$ cat config.mk
export PLATFORM = sky130hd
export DESIGN_NAME = pdf_root_stage
export DESIGN_NICKNAME = d
export VERILOG_FILES = /design/src/hw/rtl/pdf_pkg.sv /design/src/hw/rtl/pdf_root_stage.sv
export SDC_FILE = /design/constraint.sdc
export NUM_CORES = 1
export LEC_CHECK = 0
export BUFFER_PORTS_ARGS = -buffer_cell sky130_fd_sc_hd__buf_2
export CAP_MARGIN = 20
export CORE_ASPECT_RATIO = 1.75
export CORE_MARGIN = 2
export CORE_UTILIZATION = 49
export CTS_BUF_LIST = sky130_fd_sc_hd__clkbuf_8
export CTS_CLUSTER_DIAMETER = 30
export DETAILED_ROUTE_END_ITERATION = 12
export GPL_ROUTABILITY_DRIVEN = 0
export PLACE_DENSITY_LB_ADDON = 0.1
export SYNTH_ARGS = -nofsm -noshare
export SYNTH_HDL_FRONTEND = slang
export SYNTH_SLANG_ARGS = --single-unit
$ cat constraint.sdc
create_clock -name clk -period 5.82 [get_ports clk]
set_input_delay 0.582 -clock clk [delete_from_list [all_inputs] [get_ports clk]]
set_output_delay 0.582 -clock clk [all_outputs]
set_load 0.02 [all_outputs]
$ cat src/hw/rtl/pdf_pkg.sv
// types and constants shared by the particle drag force pipeline
`default_nettype none

package pdf_pkg;

    localparam int VEL_W   = 32;
    localparam int COEF_W  = 31;
    localparam int SQ_W    = 2 * VEL_W;
    localparam int SUM_W   = 64;
    localparam int ROOT_W  = SUM_W / 2;
    localparam int REM_W   = ROOT_W + 2;
    localparam int QPROD_W = COEF_W + ROOT_W;
    localparam int FRAC_W  = 16;
    localparam int CEFF_W  = 48;
    localparam int HP_W    = (CEFF_W - VEL_W) + VEL_W;
    localparam int LP_W    = 2 * VEL_W;
    localparam int MAG_W   = CEFF_W + 1;
    localparam int LANES   = 3;

    localparam int SQRT_STEPS  = 2;
    localparam int SQRT_STAGES = ROOT_W / SQRT_STEPS;

    localparam int ST_ABS     = 0;
    localparam int ST_SQ      = 1;
    localparam int ST_SUM     = 2;
    localparam int ST_ROOT0   = 3;
    localparam int ST_QPROD   = ST_ROOT0 + SQRT_STAGES;
    localparam int ST_COEFF   = ST_QPROD + 1;
    localparam int ST_PROD    = ST_COEFF + 1;
    localparam int ST_MAG     = ST_PROD + 1;
    localparam int ST_OUT     = ST_MAG + 1;
    localparam int NUM_STAGES = ST_OUT + 1;

    localparam int  ADDR_W        = 3;
    localparam int  DATA_W        = 32;
    localparam logic REG_LINEAR    = 1'b0;
    localparam logic REG_QUADRATIC = 1'b1;

    typedef struct packed {
        logic [SUM_W-1:0]  rad;
        logic [REM_W-1:0]  rem;
        logic [ROOT_W-1:0] root;
    } root_state_t;

    typedef struct packed {
        logic [LANES-1:0][VEL_W-1:0] mag;
        logic [LANES-1:0]            neg;
    } vel_item_t;

    typedef struct packed {
        logic ld_prod;
        logic ld_mag;
        logic ld_out;
    } comp_ctl_t;

endpackage

`default_nettype wire

$ cat src/hw/rtl/pdf_root_stage.sv
// one pipeline stage of the integer square root, two root bits per stage
`default_nettype none

module pdf_root_stage (
    input  logic                  clk,
    input  logic                  load,
    input  pdf_pkg::root_state_t  din,
    output pdf_pkg::root_state_t  dout
);

    pdf_pkg::root_state_t state_reg;
    pdf_pkg::root_state_t state_next;
    logic [pdf_pkg::REM_W+1:0] cand;
    logic [pdf_pkg::REM_W+1:0] trial;

    always_comb
    begin
        state_next = din;
        cand       = '0;
        trial      = '0;
        for (int i = 0; i < pdf_pkg::SQRT_STEPS; i++)
        begin
            cand  = {state_next.rem, state_next.rad[pdf_pkg::SUM_W-1 -: 2]};
            trial = {2'b00, state_next.root, 2'b01};
            state_next.rad = {state_next.rad[pdf_pkg::SUM_W-3:0], 2'b00};
            if (cand >= trial)
            begin
                state_next.rem  = pdf_pkg::REM_W'(cand - trial);
                state_next.root = {state_next.root[pdf_pkg::ROOT_W-2:0], 1'b1};
            end
            else
            begin
                state_next.rem  = pdf_pkg::REM_W'(cand);
                state_next.root = {state_next.root[pdf_pkg::ROOT_W-2:0], 1'b0};
            end
        end
    end

    always_ff @(posedge clk)
    begin
        if (load)
        begin
            state_reg <= state_next;
        end
    end

    assign dout = state_reg;

endmodule

`default_nettype wire

Word-level counts from Yosys, hierarchy flattened
Index checks and enable logic that the tools add are counted.
{"block": "word_totals", "reg_bits": 126, "in_bits": 132, "output_inout_bits": 130}
{"block": "op_classes", "addsub": 2, "n_lt_le_gt_ge": 2, "muxes": 2}
{"operator": "66-bit two-way mux", "count": 2}
{"operator": "36-bit by 34-bit greater-or-equal comparator with 1-bit output", "count": 2}
{"operator": "34-bit subtractor", "count": 2}

Longest topological paths before layout
{"block": "logic_depth", "ltp_word": 4, "ltp_mapped": 26, "mapped_depth_nobuf": 22}

Least setup slack after synthesis
Ideal clock, no wire load.
{"block": "synth_path", "kind": "input -> register", "start": "in din[12] in the netlist's numbering", "end": "reg state_reg, in the netlist dout[39] (data pin)", "setup_ns": 0.260, "arrival_ns": 5.703, "t_required_ns": 5.560, "slack_ns": -0.143, "cell_stages": 24, "n_path_buf": 2, "cell_sequence": "inv_1 > ha_1 > and4_1 > and2_1 > a22o_1 > or3_1 > o31a_1 > o31ai_1 > a21oi_1 > a211o_1 > a22o_1 > ha_1 > clkbuf_1 > a21o_1 > a21oi_1 > o21bai_1 > a2111oi_0 > a31o_2 > and4bb_1 > a22oi_4 > a2111oi_4 > mux2_4 > buf_12 > mux2_4"}
{"element": "start: declaration", "line": "pdf_root_stage.sv:7", "rtl": "input pdf_pkg::root_state_t din,"}
{"element": "end signal: assignment", "line": "pdf_root_stage.sv:43", "rtl": "state_reg <= state_next;"}
{"element": "end: declaration", "line": "pdf_root_stage.sv:11", "rtl": "pdf_pkg::root_state_t state_reg;"}

==> out/results.ini <==
[worst_setup_path]
crit_type = primary input to flip-flop
max_stage_delay_ps = 350
endpoint_kind = flip-flop
cp_top_family = compound AO/OA/AOI/OAI gates
cp.buffers_inverters = 3
worstPathMaxFanout = 10
path_depth = 24
crit_slowest_cell = or3_4
required_ps = 6020
start_kind = primary input
cp.arrival_ps = 5770
path_cells = buf_2, inv_1, ha_1, a21o_1, o2111ai_4, a211oi_4, or3_4, o31a_1, o31ai_4, a21oi_2, a211o_1, a22o_1, ha_1, a21o_1, a21oi_1, o21bai_1, a2111oi_2, a31o_2, and4bb_1, a22oi_4, a2111oi_4, mux2_4, clkbuf_16, mux2_4

[global_route]
track_usage_pct = 27.2
antenna_found_initial = 0
grt_overflow_total = 0
grt_pass1_wl_mm = 40.8
grt_pass1_vias = 8435
grt_max_degree = 83

[synth]
synthCells = 876
avgSynthCellArea_sq_um = 10.3
synth-edff-count = 126
async_flop_share_pct = 0
synthesis.area_sq_um = 8990
ys_seq_area_share_pct = 42.1
yosysUniqueCellTypes = 79
yosysTopAreaCellShare_pct = 42.1
ys.flop_type = edfxtp_1
yosysWarningCount = 0
yosysTopAreaCell = edfxtp_1
synth.area.top_cells = edfxtp_1, ha_1, mux2_4, a21oi_1, xnor2_1
synth.ff_latch_count = 126

[drt]
dr.pass1.iters = 5
drc = 0
vias = 8433
drt_wl_total_mm = 27.2
first_iter_violations = 424
antenna_left = 0
viasPerCell = 5.42
wl_per_cell_microns = 17.5

[timing]
max_freq_ghz = 0.179
finalCriticalPeriod_ps = 5580
finalSetupViolations = 0
timing_hold_violations_final = 0
finalMaxSlewViolations = 0
hold_slack_ps = 306
setup_ws_ps = 244
final.period_utilization_pct = 95.8
worst_slew_pin_slew_ps = 1050
max_slew_margin_pct = 30.2
tns_ps = 0

[finish]
drive_gt1_share_pct = 40.9
syn_to_final_growth_pct = 37.9
final_nets = 1510
fin_util_pct = 68.7
diodes = 0
largest_reg_flops = 126
fin_cells = 1557

[place]
dp_cells = 1524
place_hpwl_mm = 22.0
port_buffers = 257
place_ws_ps = -375

[clocking]
clock_sinks = 126
clk_pin_slew_worst_paths_ps = 80
cts_max_path_buffers = 2
cts_made_buffers = 17
cts_setup_buffers = 0
htree_levels = 4
cts_tree = built
root_buffer = clkbuf_8

[floorplan]
die_h_microns = 183
initial_core_util_pct = 49.8
die-area_sq_um = 19500
rows = 65
ios = 262
core_region_area_sq_um = 18100
die_w_microns = 106

[run]
max-cap-violations = 0

[power_and_ir_drop]
vdd_ir_drop_max_v = 0.000178
power_density_nw_per_um2 = 321
p_leak_uw = 0.00583

[min_path]
whs_path_depth = 1
hold_class = primary input to flip-flop

[run_status]
status = finished clean

[where the power goes]
group	leakage (uW)	internal (uW)	switching (uW)
Sequential	0.00123	1190	40.9
Combinational	0.00438	921	1020
Clock	0.000214	422	389
[final cells by class]
type                            count  area (sq um)
Fill cell                        1506          5650
Multi-Input combinational cell    658          4930
Sequential cell                   126          3780
Timing Repair Buffer              446          2760
Tap cell                          234           293
Clock buffer                       17           234
Inverter                           61           229
Clock inverter                     15           171
[path summary, 6_finish.rpt]
kind | slack [ps] | endpoint | from
worst max-delay path | 240 | dout[59] | din[1]
worst min-delay path | 310 | dout[119] | din[115]
[metrics by stage]
| step | power (uW) | instance area (sq um) |
|---|---|---|
| 6_report | 3980 | 12400 |
| 5_1_grt | 4200 | 12400 |
| 4_1_cts | 3970 | 12300 |
| 3_5_place_dp | 3160 | 11900 |
| 3_3_place_gp | 3130 | 11900 |
| 2_1_floorplan | 2460 | 9090 |
[cells in the mapped netlist (8+ instances only)]
cell type  instances
a21o_1            39
a21oi_1           74
clkbuf_1          20
edfxtp_1         126
ha_1              68
inv_1             61
mux2_4            26
mux2i_1            8
nand2_1           61
nand2b_1          10
nand3_1           18
nand4_1           15
nor2_1            79
nor3_1            19
o211ai_1           9
o21a_1            14
o21ai_0           36
o21bai_1          11
xnor2_1           34
xor2_1            17
[layer usage]
layer	wire length, microns	up-vias	track usage (%)	part of all wire [%]
met5	0	-	0	0
met4	1340	0	16.1	4.9
met3	1360	70	3.59	5.0
met2	15200	305	53.3	56
met1	9290	3928	26.3	34
li1	-	4130	-	-
[layout by cell type (no fill, tap or decap), types with 4 or more instances in the layout]
| cell type | instances |
|---|---|
| nor3_1 | 19 |
| edfxtp_1 | 126 |
| nand2b_1 | 10 |
| o21ai_0 | 34 |
| nand4_1 | 15 |
| a31oi_1 | 7 |
| ha_4 | 5 |
| conb_1 | 4 |
| and2_1 | 5 |
| mux2_1 | 4 |
| buf_2 | 256 |
| or2_2 | 6 |
| nor4_1 | 6 |
| and3_1 | 7 |
| a211oi_1 | 5 |
| a21o_1 | 39 |
| xor2_1 | 17 |
| o21bai_1 | 11 |
| nor2b_1 | 4 |
| nand2_1 | 61 |
| mux2_4 | 26 |
| mux2i_1 | 8 |
| nand3_1 | 18 |
| o31ai_1 | 5 |
| inv_1 | 61 |
| clkbuf_8 | 17 |
| ha_1 | 61 |
| clkinv_4 | 4 |
| xnor2_1 | 34 |
| buf_4 | 186 |
| nor2_1 | 79 |
| o21a_1 | 14 |
| a21oi_1 | 71 |
| o211ai_1 | 9 |
[cell families (layout without fill, tap and decap cells)]
family                   Yosys count  count (layout)  synth area share [%]
buffers and inverters             95             539                  4.76
AND/OR/NAND/NOR                  245             245                  13.2
AO/OA/AOI/OAI                    252             252                  19.7
other                              1               4                0.0417
XOR/XNOR                          51              51                  4.97
adder cells (fa/ha/maj)           68              68                  9.46
flip-flops                       126             126                  42.1
multiplexers                      38              38                  5.73
[what timing repair did]
action,4_1_cts,5_1_grt
endpoints found under the setup margin,0,34
gates resized for setup,0,12
hold buffers,0,0
No activity file was read; power rests on OpenSTA's default activity.
