<file path="config.mk">
export PLATFORM = sky130hd
export DESIGN_NAME = pdf_drag_comp
export DESIGN_NICKNAME = d
export VERILOG_FILES = /design/src/hw/rtl/pdf_pkg.sv /design/src/hw/rtl/pdf_drag_comp.sv
export SDC_FILE = /design/constraint.sdc
export NUM_CORES = 2
export LEC_CHECK = 0
export BUFFER_PORTS_ARGS = -buffer_cell sky130_fd_sc_hd__buf_2
export CORE_UTILIZATION = 30
export CTS_CLUSTER_DIAMETER = 40
export DETAILED_ROUTE_END_ITERATION = 10
export PLACE_DENSITY_LB_ADDON = 0.1
export SLEW_MARGIN = 5
export SYNTH_ARGS = -nofsm -noshare
export SYNTH_HDL_FRONTEND = slang
export SYNTH_SLANG_ARGS = --single-unit
export TNS_END_PERCENT = 10
</file>
<file path="constraint.sdc">
create_clock -name clk -period 16.7 [get_ports clk]
set_input_delay 2.505 -clock clk [delete_from_list [all_inputs] [get_ports clk]]
set_output_delay 2.505 -clock clk [all_outputs]
set_load 0.01 [all_outputs]
</file>
<file path="src/hw/rtl/pdf_pkg.sv">
// types and constants shared by the particle drag force pipeline
`default_nettype none

package pdf_pkg;

    localparam int VEL_W   = 32;
    localparam int COEF_W  = 31;
    localparam int SQ_W    = 2 * VEL_W;
    localparam int SUM_W   = 64;
    localparam int ROOT_W  = SUM_W / 2;
    localparam int REM_W   = ROOT_W + 2;
    localparam int QPROD_W = COEF_W + ROOT_W;
    localparam int FRAC_W  = 16;
    localparam int CEFF_W  = 48;
    localparam int HP_W    = (CEFF_W - VEL_W) + VEL_W;
    localparam int LP_W    = 2 * VEL_W;
    localparam int MAG_W   = CEFF_W + 1;
    localparam int LANES   = 3;

    localparam int SQRT_STEPS  = 2;
    localparam int SQRT_STAGES = ROOT_W / SQRT_STEPS;

    localparam int ST_ABS     = 0;
    localparam int ST_SQ      = 1;
    localparam int ST_SUM     = 2;
    localparam int ST_ROOT0   = 3;
    localparam int ST_QPROD   = ST_ROOT0 + SQRT_STAGES;
    localparam int ST_COEFF   = ST_QPROD + 1;
    localparam int ST_PROD    = ST_COEFF + 1;
    localparam int ST_MAG     = ST_PROD + 1;
    localparam int ST_OUT     = ST_MAG + 1;
    localparam int NUM_STAGES = ST_OUT + 1;

    localparam int  ADDR_W        = 3;
    localparam int  DATA_W        = 32;
    localparam logic REG_LINEAR    = 1'b0;
    localparam logic REG_QUADRATIC = 1'b1;

    typedef struct packed {
        logic [SUM_W-1:0]  rad;
        logic [REM_W-1:0]  rem;
        logic [ROOT_W-1:0] root;
    } root_state_t;

    typedef struct packed {
        logic [LANES-1:0][VEL_W-1:0] mag;
        logic [LANES-1:0]            neg;
    } vel_item_t;

    typedef struct packed {
        logic ld_prod;
        logic ld_mag;
        logic ld_out;
    } comp_ctl_t;

endpackage

`default_nettype wire

</file>
<file path="src/hw/rtl/pdf_drag_comp.sv">
// force component: coefficient times speed component, clipping and sign
`default_nettype none

module pdf_drag_comp (
    input  logic                         clk,
    input  pdf_pkg::comp_ctl_t           ctl,
    input  logic [pdf_pkg::CEFF_W-1:0]   coeff,
    input  logic [pdf_pkg::VEL_W-1:0]    mag,
    input  logic                         neg,
    output logic [pdf_pkg::VEL_W-1:0]    force_val,
    output logic                         sat
);

    localparam int HI_W = pdf_pkg::CEFF_W - pdf_pkg::VEL_W;

    // product stage
    logic [pdf_pkg::HP_W-1:0]  hp_reg, hp_next;
    logic [pdf_pkg::LP_W-1:0]  lp_reg, lp_next;
    logic                      neg_p_reg;

    // magnitude stage
    logic [pdf_pkg::MAG_W-1:0] mag_reg, mag_next;
    logic                      big_reg, big_next;
    logic                      neg_m_reg;

    // output stage
    logic [pdf_pkg::MAG_W-1:0] limit;
    logic                      clip;
    logic [pdf_pkg::VEL_W-1:0] clipped;
    logic [pdf_pkg::VEL_W-1:0] force_reg, force_next;
    logic                      sat_reg, sat_next;

    always_comb
    begin
        hp_next = pdf_pkg::HP_W'(coeff[pdf_pkg::CEFF_W-1:pdf_pkg::VEL_W])
                  * pdf_pkg::HP_W'(mag);
        lp_next = pdf_pkg::LP_W'(coeff[pdf_pkg::VEL_W-1:0]) * pdf_pkg::LP_W'(mag);
    end

    always_comb
    begin
        big_next = |hp_reg[pdf_pkg::HP_W-1:HI_W];
        mag_next = pdf_pkg::MAG_W'({hp_reg[HI_W-1:0], {pdf_pkg::FRAC_W{1'b0}}})
                   + pdf_pkg::MAG_W'(lp_reg[pdf_pkg::LP_W-1:pdf_pkg::FRAC_W]);
    end

    // a positive velocity gives a negative force, which may reach -2^31
    always_comb
    begin
        limit      = neg_m_reg ? pdf_pkg::MAG_W'(32'h7fff_ffff)
                               : pdf_pkg::MAG_W'(32'h8000_0000);
        clip       = big_reg || (mag_reg > limit);
        clipped    = clip ? limit[pdf_pkg::VEL_W-1:0] : mag_reg[pdf_pkg::VEL_W-1:0];
        force_next = neg_m_reg ? clipped : (~clipped + 1'b1);
        sat_next   = clip;
    end

    always_ff @(posedge clk)
    begin
        if (ctl.ld_prod)
        begin
            hp_reg    <= hp_next;
            lp_reg    <= lp_next;
            neg_p_reg <= neg;
        end
        if (ctl.ld_mag)
        begin
            mag_reg   <= mag_next;
            big_reg   <= big_next;
            neg_m_reg <= neg_p_reg;
        end
        if (ctl.ld_out)
        begin
            force_reg <= force_next;
            sat_reg   <= sat_next;
        end
    end

    assign force_val = force_reg;
    assign sat       = sat_reg;

endmodule

`default_nettype wire

</file>
-- After elaboration in Yosys (flattened, before gate mapping)
Index checks and enable logic that the tools add are counted.
- $add $sub $neg: 2
- $mul: 2
- magnitude comparators: 1
- muxes and demuxes: 3
- bitwise operators: 1
- reductions and logical operators: 2
- operators by type and width (operator ; number):
    $mux W32 ; 3
    $mul A32 B32 Y64 ; 1
    $add A32 B48 Y49 ; 1
    $gt A49 B32 Y1 ; 1
    $mul A16 B32 Y48 ; 1
    $add A32 B1 Y32 const B ; 1
    $not A32 Y32 ; 1
    $reduce_or A32 Y1 ; 1
    $logic_or A1 B1 Y1 ; 1
- register bits: 197
- input port bits: 85
- output and inout bits: 33

-- Depth between registers and ports, before layout
- depth after elaboration: 7
- gate-level depth with buffers: 29
- gate-level depth less buffers: 27

-- Least setup slack after synthesis
No wires, ideal clock.
- kind: input to register
- start: input mag[5] (netlist bit)
- end: register lp_reg[59] (netlist bit), data pin
- library setup time: 0.259 ns
- data arrival time: 9.264 ns
- required time: 16.441 ns
- slack: 7.178 ns
- stages: 27
- path buffers: 3
- path through: clkbuf_1 clkbuf_1 nand2_1 fa_1 inv_1 fa_1 fa_1 inv_1 fa_1 inv_1 fa_1 fa_1 fa_1 inv_1 fa_1 inv_1 ha_1 and2_1 and3_1 buf_2 and3_1 a211oi_1 nand2_1 a22o_1 or3_1 a211oi_2 xnor2_1
- word-level cells in the longest chain between the ends: 1
- RTL lines (item ; RTL line ; text):
    start, declared ; pdf_drag_comp.sv:8 ; input logic [pdf_pkg::VEL_W-1:0] mag,
    $mul A32 B32 Y64 ; pdf_drag_comp.sv:37 ; lp_next = pdf_pkg::LP_W'(coeff[pdf_pkg::VEL_W-1:0]) * pdf_pkg::LP_W'(mag);
    via lp_next (one bit) ; pdf_drag_comp.sv:18 ; logic [pdf_pkg::LP_W-1:0] lp_reg, lp_next;
    end signal, assigned ; pdf_drag_comp.sv:63 ; lp_reg <= lp_next;
    end, declared ; pdf_drag_comp.sv:18 ;
The timed path passes the listed nets, and every way through them passes these cells.
A chain may end at the register's enable or synchronous reset.

-- Final worst setup path
- start: input mag[16] (netlist bit)
- end: register lp_reg[57] (netlist bit), data pin
The elaborated chain is that of the path after synthesis.

==> results.py <==
metrics = {
    "outcome": {
        "outcome": "finished clean",
    },
    "synth": {
        "ys_ff_latch": 181,
        "avgSynthCellArea_um2": 9.40,
        "synth_top_area_frac": 0.460,
        "ys_types": 88,
        "synth.largest_area_cell": "fa_1",
        "netlist_instances": 6084,
        "synthArstFlopShare": 0,
        "yosysSeqAreaShare": 0.0950,
        "netlist_area_um2": 57200,
        "yosys_warnings": 0,
        "synth_top_cells_by_area": "fa_1, edfxtp_1, ha_1, inv_1, and2_1",
        "synth-edff-count": 181,
        "ys.flop_type": "edfxtp_1",
        "synth_nets": 7912,
    },
    "drt": {
        "ant_nets": 0,
        "wirelength_um": 179000,
        "routed_via_density": 4.68,
        "vias": 39600,
        "first_iter_violations": 1925,
        "routedWlPerCell_um": 21.1,
        "drc_errors": 0,
        "drt_pass1_iterations": 5,
    },
    "clock_network": {
        "numCtsBuffers": 17,
        "htree_levels": 4,
        "clk_pin_slew_worst_paths_ns": 0.12,
        "cts_setup_buffers": 0,
        "clock_sinks": 181,
        "cts_resized": 0,
        "cts_tree": "built",
        "cts.path.max_buffers": 2,
        "ctsHoldBuffers": 0,
        "root_buffer": "clkbuf_16",
        "clock_latency_ns": 0.56,
    },
    "cells_and_area": {
        "multi_input_area_um2": 45600,
        "fin_nets": 7782,
        "largest_register_ffs": 49,
        "regArea_um2": 5440,
        "drive_above_1_share": 0.0444,
        "syn_to_final_growth_pct": 6.33,
        "fill_cells": 19800,
    },
    "setup_path": {
        "cp.arrival_ns": 11.57,
        "path_class": "in2reg",
        "critical_path_required_ns": 17.01,
        "end_kind": "flip-flop",
        "rrSetupSlack_ns": 10.62,
        "start_kind": "input pin",
        "path_max_fanout": 28,
    },
    "grt": {
        "grt_max_degree": 69,
        "grt_pass1_wl_um": 276000,
        "grt_usage": 0.192,
        "antenna_found_initial": 24,
        "grt_remaining_overflow": 0,
        "grt_pass1_vias": 43900,
    },
    "die": {
        "num_rows": 159,
        "core_um2": 189000,
        "dieWidth_um": 439,
        "fp.dieH_um": 439,
        "initial_core_util": 0.303,
        "io_pins": 118,
        "dieArea_um2": 192000,
    },
    "hold_path": {
        "hp-class": "reg2reg",
    },
    "placement": {
        "place_congestion": 0.812,
        "dp_hpwl_um": 135000,
        "numPortBuffers": 117,
    },
    "timing": {
        "slew_violations": 0,
        "finClkSkew_ns": 0.0407,
        "tightestPinTransition_ns": 1.21,
        "period_share": 0.674,
        "setup_violations": 0,
        "final_hold_viol_count": 0,
        "rsz0062_at_grt": "false",
        "post-route-min-period_ns": 11.26,
        "max_freq_ghz": 0.0888,
        "setup-tns-final_ns": 0,
        "slew_headroom": 0.184,
    },
    "flow_run": {
        "drv_cap": 0,
    },
}
[placed cells by master, fill, tap and decap left out, drive strengths merged, types with 12 or more instances in the layout]
master  netlist  final
o21ai        84     84
nor2b        12     12
nand2b       17     17
mux2i        21     21
nand3        21     21
nor4         21     21
edfxtp      181    181
a31oi        13     13
nand2       899    899
buf           5    190
fa         1314   1314
o21a         20     20
and3         18     18
o21bai       19     19
inv        1310   1318
clkbuf      334     17
a21oi       133    133
xnor2        72     72
nor3         55     55
xor2         39     39
nor2         82     82
ha          429    429
and2        743    743
nand4        28     28
a21o         64     64
a211oi       17     17
[layout make-up]
class | count | share of cell area
diodes | 6 | 0.000247
clock inverters | 15 | 0.00317
well taps | 2495 | 0.0513
multi-input cells | 4252 | 0.749
repair buffers | 190 | 0.0187
clock buffers | 17 | 0.00699
inverters | 1312 | 0.0810
flip-flops and latches | 181 | 0.0893
[worst paths after layout]
kind,end,from,cells past startpoint
setup / recovery,lp_reg[57],mag[16],24
hold / removal,mag_reg[12],lp_reg[28],0
setup reg to reg,force_val[24],neg_m_reg,19
hold reg to reg,mag_reg[12],lp_reg[28],0
[routing by layer]
metal	GRT usage	share of wire
met1	0.259	0.45
met2	0.329	0.49
met3	0.0258	0.043
met4	0.0349	0.017
met5	0	0.00031
[critical path, stage by stage]
cell and delay [ns]:
buf_2 0.56, buf_4 0.51, and2_1 0.22, fa_1 0.46, fa_1 0.52, inv_1 0.05, fa_1 0.48, fa_1 0.52
inv_1 0.06, fa_1 0.55, fa_1 0.43, fa_1 0.55, inv_1 0.07, fa_1 0.48, inv_1 0.04, ha_1 0.39
and2_1 0.18, and3_1 0.29, nand3_1 0.29, nor4_1 1.09, o31ai_1 0.30, a211o_1 0.39, nor4b_1 0.15, a311oi_1 0.44
[per-stage QoR]
stage | cells | hold slack, ns | instance area (um2) | utilization | worst slack [ns]
after floorplan | 6084 | 0.400 | 57200 | - | 7.18
after global placement | 8430 | 0.404 | 60200 | 0.319 | 4.81
after detailed placement | 8430 | 0.407 | 60200 | 0.319 | 4.84
after CTS | 8462 | 0.426 | 60800 | 0.322 | 5.43
after global routing | 8464 | 0.432 | 60800 | 0.323 | 5.28
final | 8468 | 0.421 | 60800 | 0.323 | 5.44
[cells by family (layout without fill, tap and decap cells)]
family	Yosys count	after routing	share of synthesized area
AO/OA/AOI/OAI	440	440	0.0535
XOR/XNOR	111	111	0.0170
adder cells (fa/ha/maj)	1743	1743	0.554
buffers and inverters	1651	1534	0.108
flip-flops	181	181	0.0950
multiplexers	27	27	0.00486
other	0	6	0
AND/OR/NAND/NOR	1931	1931	0.168
[Yosys cell counts (4+ instances only)]
| cell | number |
|---|---|
| nand4_1 | 28 |
| o211ai_1 | 8 |
| inv_1 | 1310 |
| a31oi_1 | 11 |
| a311oi_1 | 4 |
| xor2_1 | 39 |
| nand3_1 | 21 |
| o311ai_1 | 4 |
| nor2_1 | 82 |
| o311a_1 | 4 |
| and3_1 | 18 |
| and2_1 | 743 |
| ha_1 | 429 |
| clkbuf_1 | 334 |
| nor3_1 | 54 |
| nor2b_1 | 12 |
| o21ai_1 | 9 |
| o22a_1 | 4 |
| o32a_1 | 6 |
| nand2_1 | 899 |
| a211o_1 | 9 |
| mux2_2 | 6 |
| o21a_1 | 20 |
| or3_1 | 9 |
| nor4_1 | 21 |
| or2_2 | 4 |
| xnor2_1 | 72 |
| nor3b_1 | 4 |
| edfxtp_1 | 181 |
| fa_1 | 1314 |
| a21oi_1 | 131 |
| buf_2 | 4 |
| mux2i_1 | 21 |
| o21bai_1 | 19 |
| nand2b_1 | 17 |
| o21ai_0 | 74 |
| a21o_1 | 64 |
| a211oi_1 | 15 |
Power is not shown: default switching activity piles up to over one toggle a cycle in this logic, so the estimate is an artifact.
